===== src/rtl/qdd_pkg.sv =====
// ----------------------------------------------------------------------------
// qdd_pkg
// Shared types and constants for the quadrature detent decoder: event codes,
// configuration register indexes, reset values and the Gray step table.
// ----------------------------------------------------------------------------
package qdd_pkg;

  typedef enum logic [1:0] {
    EV_NONE = 2'd0,
    EV_NEXT = 2'd1,
    EV_PREV = 2'd2
  } event_e;

  typedef enum logic [1:0] {
    CFG_STEPS_PER_DETENT  = 2'd0,
    CFG_MIN_GAP_MS        = 2'd1,
    CFG_REVERSE_DIRECTION = 2'd2
  } cfg_index_e;

  localparam int unsigned CfgIndexWidth = 2;
  localparam int unsigned CfgDataWidth  = 8;

  localparam logic [2:0] StepsPerDetentReset = 3'd4;
  localparam logic [7:0] MinGapMsReset       = 8'd5;
  localparam logic       ReverseReset        = 1'b0;

  typedef logic signed [3:0] accum_t;
  typedef logic signed [1:0] step_t;

  // index is {old pins, new pins}
  function automatic step_t gray_step(input logic [3:0] idx);
    step_t s;
    unique case (idx)
      4'd1, 4'd7, 4'd8, 4'd14: s = -2'sd1;
      4'd2, 4'd4, 4'd11, 4'd13: s = 2'sd1;
      default: s = 2'sd0;
    endcase
    return s;
  endfunction

endpackage


===== src/rtl/quadrature_detent_decoder.sv =====
// ----------------------------------------------------------------------------
// quadrature_detent_decoder
// Decodes sampled encoder phase pins into next/prev detent events with a
// minimum time gap between reported events.
// ----------------------------------------------------------------------------
// Usage:
//   Input channel (in_valid_i / in_stall_o) carries one pin sample and the
//   current millisecond time. Output channel (out_valid_o / out_stall_i)
//   returns exactly one event code per accepted sample, in order.
//   An accepted sample's event goes to the result register, or, when that
//   register is full and not read, to a second slot that holds one more.
//   One sample can be accepted every cycle while that slot is empty; the
//   decoder state update, step table lookup, threshold compare and 32-bit
//   gap subtraction all sit in combinational logic in front of the result
//   register. in_stall_o rises only while the second slot is full, and
//   drops once the receiver takes a result.
//   Reset clears the decoder state (the first sample after reset primes it
//   and gives no event), empties both result slots and loads the register
//   defaults: 4 steps per detent, 5 ms gap, normal direction. Configuration
//   writes apply at the next edge; only the user ensures they come while idle.
// ----------------------------------------------------------------------------
module quadrature_detent_decoder (
  input  logic                                clk_i,
  input  logic                                rst_ni,
  input  logic                                cfg_we_i,
  input  logic [qdd_pkg::CfgIndexWidth-1:0]   cfg_index_i,
  input  logic [qdd_pkg::CfgDataWidth-1:0]    cfg_data_i,
  input  logic                                in_valid_i,
  output logic                                in_stall_o,
  input  logic [1:0]                          phase_pins_i,
  input  logic [31:0]                         now_ms_i,
  output logic                                out_valid_o,
  input  logic                                out_stall_i,
  output logic [1:0]                          event_res_o
);

  logic [2:0] steps_per_detent_q;
  logic [7:0] min_gap_ms_q;
  logic       reverse_q;

  logic              primed_q, primed_d;
  logic [1:0]        last_pins_q, last_pins_d;
  qdd_pkg::accum_t   accum_q, accum_d;
  logic [31:0]       last_time_q, last_time_d;

  logic              out_valid_q, out_valid_d;
  qdd_pkg::event_e   out_ev_q, out_ev_d;
  logic              skid_valid_q, skid_valid_d;
  qdd_pkg::event_e   skid_ev_q, skid_ev_d;

  logic              accept;
  logic              pop;
  qdd_pkg::event_e   new_ev;
  qdd_pkg::step_t    step;
  logic signed [4:0] sum;
  logic signed [4:0] limit;
  logic [31:0]       elapsed;
  logic              hit;
  logic              forward;

  assign accept     = in_valid_i && !skid_valid_q;
  assign pop        = out_valid_q && !out_stall_i;
  assign in_stall_o  = skid_valid_q;
  assign out_valid_o = out_valid_q;
  assign event_res_o = out_ev_q;

  // configuration registers
  always_ff @(posedge clk_i or negedge rst_ni) begin
    if (!rst_ni) begin
      steps_per_detent_q <= qdd_pkg::StepsPerDetentReset;
      min_gap_ms_q       <= qdd_pkg::MinGapMsReset;
      reverse_q          <= qdd_pkg::ReverseReset;
    end else if (cfg_we_i) begin
      unique case (cfg_index_i)
        qdd_pkg::CFG_STEPS_PER_DETENT:  steps_per_detent_q <= cfg_data_i[2:0];
        qdd_pkg::CFG_MIN_GAP_MS:        min_gap_ms_q       <= cfg_data_i;
        qdd_pkg::CFG_REVERSE_DIRECTION: reverse_q          <= cfg_data_i[0];
        default: ;
      endcase
    end
  end

  // decode
  always_comb begin
    step    = qdd_pkg::gray_step({last_pins_q, phase_pins_i});
    sum     = 5'(accum_q) + 5'(step);
    limit   = $signed({2'b00, steps_per_detent_q});
    hit     = (sum >= limit) || (sum <= -limit);
    forward = (sum > 5'sd0) ^ reverse_q;
    elapsed = now_ms_i - last_time_q;

    primed_d    = primed_q;
    last_pins_d = last_pins_q;
    accum_d     = accum_q;
    last_time_d = last_time_q;
    new_ev      = qdd_pkg::EV_NONE;

    if (!primed_q) begin
      primed_d    = 1'b1;
      last_pins_d = phase_pins_i;
      accum_d     = '0;
      last_time_d = '0;
    end else if (phase_pins_i != last_pins_q) begin
      last_pins_d = phase_pins_i;
      if (hit) begin
        accum_d = '0;
        if (elapsed >= {24'd0, min_gap_ms_q}) begin
          last_time_d = now_ms_i;
          new_ev      = forward ? qdd_pkg::EV_NEXT : qdd_pkg::EV_PREV;
        end
      end else begin
        accum_d = sum[3:0];
      end
    end
  end

  always_ff @(posedge clk_i or negedge rst_ni) begin
    if (!rst_ni) begin
      primed_q    <= 1'b0;
      last_pins_q <= '0;
      accum_q     <= '0;
      last_time_q <= '0;
    end else if (accept) begin
      primed_q    <= primed_d;
      last_pins_q <= last_pins_d;
      accum_q     <= accum_d;
      last_time_q <= last_time_d;
    end
  end

  // result register and skid slot
  always_comb begin
    out_valid_d  = out_valid_q;
    out_ev_d     = out_ev_q;
    skid_valid_d = skid_valid_q;
    skid_ev_d    = skid_ev_q;
    if (accept) begin
      if (out_valid_q && !pop) begin
        skid_valid_d = 1'b1;
        skid_ev_d    = new_ev;
      end else begin
        out_valid_d = 1'b1;
        out_ev_d    = new_ev;
      end
    end else if (pop) begin
      out_valid_d  = skid_valid_q;
      out_ev_d     = skid_ev_q;
      skid_valid_d = 1'b0;
    end
  end

  always_ff @(posedge clk_i or negedge rst_ni) begin
    if (!rst_ni) begin
      out_valid_q  <= 1'b0;
      skid_valid_q <= 1'b0;
    end else begin
      out_valid_q  <= out_valid_d;
      skid_valid_q <= skid_valid_d;
    end
  end

  always_ff @(posedge clk_i) begin
    out_ev_q  <= out_ev_d;
    skid_ev_q <= skid_ev_d;
  end

endmodule

===== config.mk =====
export PLATFORM = sky130hd
export DESIGN_NAME = quadrature_detent_decoder
export DESIGN_NICKNAME = d
export VERILOG_FILES = /design/src/rtl/qdd_pkg.sv /design/src/rtl/quadrature_detent_decoder.sv
export SDC_FILE = /design/constraint.sdc
export NUM_CORES = 1
export LEC_CHECK = 0
export BUFFER_PORTS_ARGS = -buffer_cell sky130_fd_sc_hd__buf_2
export CAP_MARGIN = 10
export CORE_ASPECT_RATIO = 1.75
export CORE_MARGIN = 2
export CORE_UTILIZATION = 50
export DETAILED_ROUTE_END_ITERATION = 16
export HOLD_SLACK_MARGIN = 0.05
export PLACE_DENSITY = 0.8
export REMOVE_ABC_BUFFERS = 1
export SKIP_LAST_GASP = 1
export SLEW_MARGIN = 0
export SYNTH_ARGS = -nofsm -noshare
export SYNTH_HDL_FRONTEND = slang
export SYNTH_SLANG_ARGS = --single-unit

===== constraint.sdc =====
create_clock -name clk_i -period 5.86 [get_ports clk_i]
set_input_delay 0.586 -clock clk_i [delete_from_list [all_inputs] [get_ports clk_i]]
set_output_delay 0.586 -clock clk_i [all_outputs]
set_load 0.01 [all_outputs]

=== Yosys cells after proc, flatten, opt, wreduce, memory -nomap -nowiden ===
Memories as Yosys holds them, arrays and structs flattened.
Index checks and enable logic that the tools add are counted.

* Output and inout bits: 4
* Memories: 1
* Word-level logic and storage cells: 68
* Memory bits (read-only): 32
* Register bits after elaboration: 57

* Order comparisons: 4
* Equality and inequality tests: 8
* Muxes and demuxes: 23
* Bitwise operators: 1
* Reductions and logical operators: 17
* Add/sub/neg operators: 3

{| class="wikitable"
|+ Memory list
! name !! words !! width !! read ports !! clocked after Yosys merged registers in !! write ports !! RTL line !! text
|-
| (no name shown) || 16 || 2 || 1 || 0 || 0 || qdd_pkg.sv:33 || <nowiki>unique case (idx)</nowiki>
|}

{| class="wikitable"
|+ Operator list
! cell !! number
|-
| 32-bit 2-to-1 mux || 4
|-
| 32-bit by 8-bit >= comparator with 1-bit output || 1
|-
| 32-bit subtractor || 1
|-
| 2-bit 2-to-1 mux || 10
|-
| 2-bit AND reduction || 7
|-
| 4-bit 2-to-1 mux || 3
|-
| 2-bit by 1-bit != test with 1-bit output (second input constant) || 4
|-
| 1-bit 2-to-1 mux || 6
|-
| 4-bit by 2-bit adder with 5-bit output || 1
|-
| 5-bit by 4-bit >= comparator with 1-bit output || 1
|-
| 5-bit by 1-bit > comparator with 1-bit output (second input constant) || 1
|-
| 5-bit <= comparator || 1
|-
| 3-bit negator with 5-bit output || 1
|-
| 4-bit AND reduction || 1
|-
| 1-bit logical AND || 3
|-
| 1-bit logical NOT || 3
|-
| 2-bit by 1-bit equality test with 1-bit output (second input constant) || 1
|-
| 2-bit equality test (second input constant) || 1
|-
| 2-bit logical NOT || 1
|-
| 2-bit != test || 1
|-
| 2-bit != test (second input constant) || 1
|-
| 2-bit nonzero test || 1
|-
| 1-bit logical OR || 1
|-
| 1-bit XOR || 1
|}

=== Logic depth before layout (Yosys ltp) ===
An unclocked memory read counts as a cell.

* Word-level depth: 11
* Mapped depth: 20
* Mapped depth without buffers: 18

=== Worst setup path before layout ===
No wires, ideal clock.

* Path type: input to register
* Start point: input now_ms_i[0]
* End point: register skid_ev_q[0] (data pin)
* Required time: 5.595 ns
* Path slack: 1.565 ns
* Arrival: 4.031 ns
* Cell stages on the path: 18
* Path buffers: 0
* Path through: inv_1 ha_1 fa_1 nor2b_1 o2111ai_1 nand2_1 xor2_1 ha_1 and3_1 o21ai_0 o2111ai_1 nor4_1 o2111ai_1 or4_1 nor4b_1 nand4_1 o311ai_1 nor2_1

* Longest elaborated chain between the ends: 6

{| class="wikitable"
|+ RTL lines
! what !! RTL line !! text
|-
| from (decl) || quadrature_detent_decoder.sv:31 || <nowiki>input logic [31:0] now_ms_i,</nowiki>
|-
| 32-bit subtractor || quadrature_detent_decoder.sv:90 || <nowiki>elapsed = now_ms_i - last_time_q;</nowiki>
|-
| 32-bit by 8-bit >= comparator with 1-bit output || quadrature_detent_decoder.sv:107 || <nowiki>if (elapsed >= {24'd0, min_gap_ms_q}) begin</nowiki>
|-
| 2-bit 2-to-1 mux || quadrature_detent_decoder.sv:107 ||
|-
| 2-bit 2-to-1 mux || quadrature_detent_decoder.sv:105 || <nowiki>if (hit) begin</nowiki>
|-
| 2-bit 2-to-1 mux || quadrature_detent_decoder.sv:103 || <nowiki>end else if (phase_pins_i != last_pins_q) begin</nowiki>
|-
| 2-bit 2-to-1 mux || quadrature_detent_decoder.sv:98 || <nowiki>if (!primed_q) begin</nowiki>
|-
| via new_ev[0] || quadrature_detent_decoder.sv:53 || <nowiki>qdd_pkg::event_e new_ev;</nowiki>
|-
| to (signal assigned) || quadrature_detent_decoder.sv:164 || <nowiki>skid_ev_q <= skid_ev_d;</nowiki>
|-
| to (decl) || quadrature_detent_decoder.sv:49 || <nowiki>qdd_pkg::event_e skid_ev_q, skid_ev_d;</nowiki>
|}

The timed path passes the listed nets, and every way through them passes these cells.
A chain may end at the register's enable or synchronous reset.

=== Worst setup path after layout ===
* Start point: register last_time_q[0]
* End point: register last_time_q[12]

* Longest elaborated chain between the ends: 4

{| class="wikitable"
|+ RTL lines
! what !! RTL line !! text
|-
| from (decl) || quadrature_detent_decoder.sv:44 || <nowiki>logic [31:0] last_time_q, last_time_d;</nowiki>
|-
| from (signal assigned) || quadrature_detent_decoder.sv:127 || <nowiki>last_time_q <= last_time_d;</nowiki>
|-
| 32-bit subtractor || quadrature_detent_decoder.sv:90 ||
|-
| 32-bit by 8-bit >= comparator with 1-bit output || quadrature_detent_decoder.sv:107 ||
|-
| 2-bit by 1-bit != test with 1-bit output (no line) || - ||
|-
| 4-bit AND reduction (no line) || - ||
|}

Every way passes these cells.

==> run_results.csv <==
group,metric,value,unit
synthesis,syn_area,0.00539,sq mm
floorplanning,start_util,51.0,%
clock_network,clockBufferDepth,2,
clock_network,tritoncts,"done",
synthesis,synth_cell_types,74,
route,drtIter0Drc,239,
route,drc,0,
sta,min_period_over_period,83.5,%
floorplanning,row_count,50,
final_layout,drive_above_1_share,15.1,%
final_layout,fin_nets,751,
synthesis,yosysWarnings,0,
route,avgViaCountPerCell,6.42,
synthesis,seq_area_frac_synth,26.9,%
worst_setup_path,worstPathRequired,6.13,ns
sta,tns,0,ns
place,place_ws,0.729,ns
final_layout,post_layout_nonfiller_instances,779,
power_and_ir_drop,power.density,601,mW/mm^2
global_routing,grt_max_degree,54,
global_routing,grtUsageTotal,28.3,%
flow_run,maxCapViolations,0,
place,place_area,0.00565,sq mm
synthesis,synth.area.top_cells,"dfrtp_1, ha_1, a32o_1",
sta,final.hold.worst_slack,0.368,ns
route,via_count,5004,
status,outcome,"completed",
final_layout,fin_util,56.0,%
power_and_ir_drop,ir_drop,0.261,mV
floorplanning,die_h,141,microns
synthesis,async_flop_share,93.0,%
global_routing,grt_pass1_wl,25200,microns
clock_network,htreeDepth,3,
worst_setup_path,cp-end-kind,"flop",
global_routing,antenna_found_initial,0,
clock_network,root_buffer,"clkbuf_16",
floorplanning,chipWidth,82.5,microns
final_layout,area_delta_synth_final,9.84,%
floorplanning,dieArea,0.0117,sq mm
clock_network,hold_buffers,0,
place,gp_congestion,0.982,
synthesis,ys_ff_latch,57,
clock_network,cts_buffers,9,
clock_network,clk_latency,0.34,ns
sta,final-setup-viol-count,0,
power_and_ir_drop,finalPower,3.56,mW
route,wire_per_inst,20.1,microns
final_layout,fillers,989,
sta,relSlewSlack,41.6,%
sta,fin_crit,4.89,ns
route,drt-pass1-iter-count,5,
sta,fin_ws,0.970,ns
sta,maxSlewViolCount,0,
synthesis,synthFlopType,"dfrtp_1",
sta,rsz0062_at_grt,"false",
worst_setup_path,start_kind,"flop",
sta,worst_pin_slew,0.854,ns
clock_network,post_cts_buffers,0,
place,io_buffers,52,
final_layout,diodes,0,
synthesis,synth.top_cell.area_share,23.2,%
clock_network,cts_resized,0,
place,dp_cells,763,
sta,finClkSkew,0.00607,ns
global_routing,grt_pass1_vias,5111,
power_and_ir_drop,p_leak,2.65,nW
synthesis,syn_inst,611,
floorplanning,core-area,0.0106,sq mm
worst_setup_path,worstSetupPathType,"flop to flop",
sta,fmax,204,MHz
synthesis,synth-edff-count,4,
synthesis,syn_area_per_cell,8.82,sq um
route,drt_wl_total,15600,microns
floorplanning,ios,53,
route,ant_nets,0,
place,dp_hpwl,12400,microns
worst_setup_path,cp_max_fo,17,
final_layout,fin_area,0.00592,sq mm
sta,final_hold_viol_count,0,
clock_network,cts.clk_slew.worst_paths,0.06,ns
worst_setup_path,arrival,5.16,ns
synthesis,yosysTopAreaCell,"dfrtp_1",
global_routing,grt.overflow.total,0,
clock_network,clkSinkCount,57,
min_path,hold_path.class,"input pin to async pin",
critical path, stage by stage (launching register included):
cell and delay (ns):
dfrtp_1 0.38, ha_1 0.22, fa_1 0.40, nor2b_1 0.18, o2111ai_1 0.20, nand2_1 0.17, xor2_1 0.17, ha_1 0.27
and3_1 0.17, o21ai_0 0.21, o2111ai_1 0.17, nor4_1 0.26, nand4b_1 0.14, nor3_1 0.16, nand4_1 0.18, nor4_4 0.37
or3b_1 0.59, buf_4 0.35, a32o_1 0.20
path summary, 6_finish.rpt:
kind / from / to / slack (ns) / cells after the start
setup / recovery: last_time_q[0] / last_time_q[12] / 0.97 / 18
hold / removal: rst_ni / last_time_q[17] / 0.37 / 2
max in group asynchronous: rst_ni / last_time_q[5] / 5.02 / 2
setup reg to reg: last_time_q[0] / last_time_q[12] / 0.97 / 18
hold reg to reg: min_gap_ms_q[5] / min_gap_ms_q[5] / 0.51 / 1
min in group clk_i: cfg_data_i[3] / min_gap_ms_q[3] / 0.47 / 2
registers in the layout, summed over array words and instances (netlist names):
signal and cells:
event_res_o 2, min_gap_ms_q 8, out_valid_o 1, accum_q 4
in_stall_o 1, reverse_q 1, primed_q 1, last_time_q 32
skid_ev_q 2, last_pins_q 2, steps_per_detent_q 3
cell type report:
cell class              count  area, sq um  area share (%)
clock buffers              10          229            3.87
clock inverters             6         43.8           0.740
inverters                  61          229            3.87
multi-input cells         459         3520            59.4
flip-flops and latches     57         1450            24.5
well taps                 130          163            2.75
repair buffers             56          290            4.90
layout by cell type (no fill, tap or decap), types with 5 or more instances in the layout:
cell and n:
nor3_1 13, nand4_1 15, inv_1 61, o22ai_1 5
xnor2_1 14, xor2_1 6, clkbuf_16 9, nand2b_1 7
and2_1 5, nand2_1 43, mux2_2 10, dfrtp_1 50
ha_1 56, a211oi_1 6, o21ai_0 25, buf_2 52
a21o_1 19, nand3_1 11, a32o_1 32, a22o_1 6
o21a_1 11, a31oi_1 10, nor2b_1 6, nor4_1 6
mux2i_1 10, o211ai_1 9, a21oi_1 38, nor2_1 28
synth_stat cells (all sizes together), types with 4 or more instances:
cell type,n
nand3,11
o2111ai,4
mux2i,10
inv,61
xnor2,14
dfrtp,50
a22o,6
nand2b,7
a32o,32
nor2,28
ha,56
clkbuf,24
nor4b,4
xor2,6
o211ai,9
o21a,11
a21o,20
a21oi,38
a31o,5
buf,10
nor2b,6
nor4,7
a211oi,6
and2,6
edfxtp,4
o31ai,4
a31oi,10
o22ai,5
mux2,10
nand4,15
nand2,43
nor3,14
o21ai,26
logic make-up after synthesis:
kind of cell / after synthesis / synth area share, %
AO/OA/AOI/OAI: 197 / 27.4
XOR/XNOR: 20 / 3.25
adder cells (fa/ha/maj): 58 / 13.7
buffers and inverters: 95 / 8.03
flip-flops: 57 / 26.9
multiplexers: 21 / 4.36
AND/OR/NAND/NOR: 163 / 16.3
routing by layer:
layer | vias up | wire, microns | track usage, %
li1 | 2361 | - | -
met1 | 2422 | 5740 | 29.4
met3 | 59 | 514 | 4.26
met5 | - | 0 | 0
met4 | 0 | 1040 | 20.4
met2 | 162 | 8360 | 49.5
where the power goes:
group / switching (mW) / internal (mW) / leakage [nW] / total (mW)
logic: 1.44 / 0.972 / 1.84 / 2.41
clock network: 0.196 / 0.286 / 0.121 / 0.482
registers: 0.0934 / 0.571 / 0.687 / 0.664
Note: power is estimated with default switching activity, not from simulation.
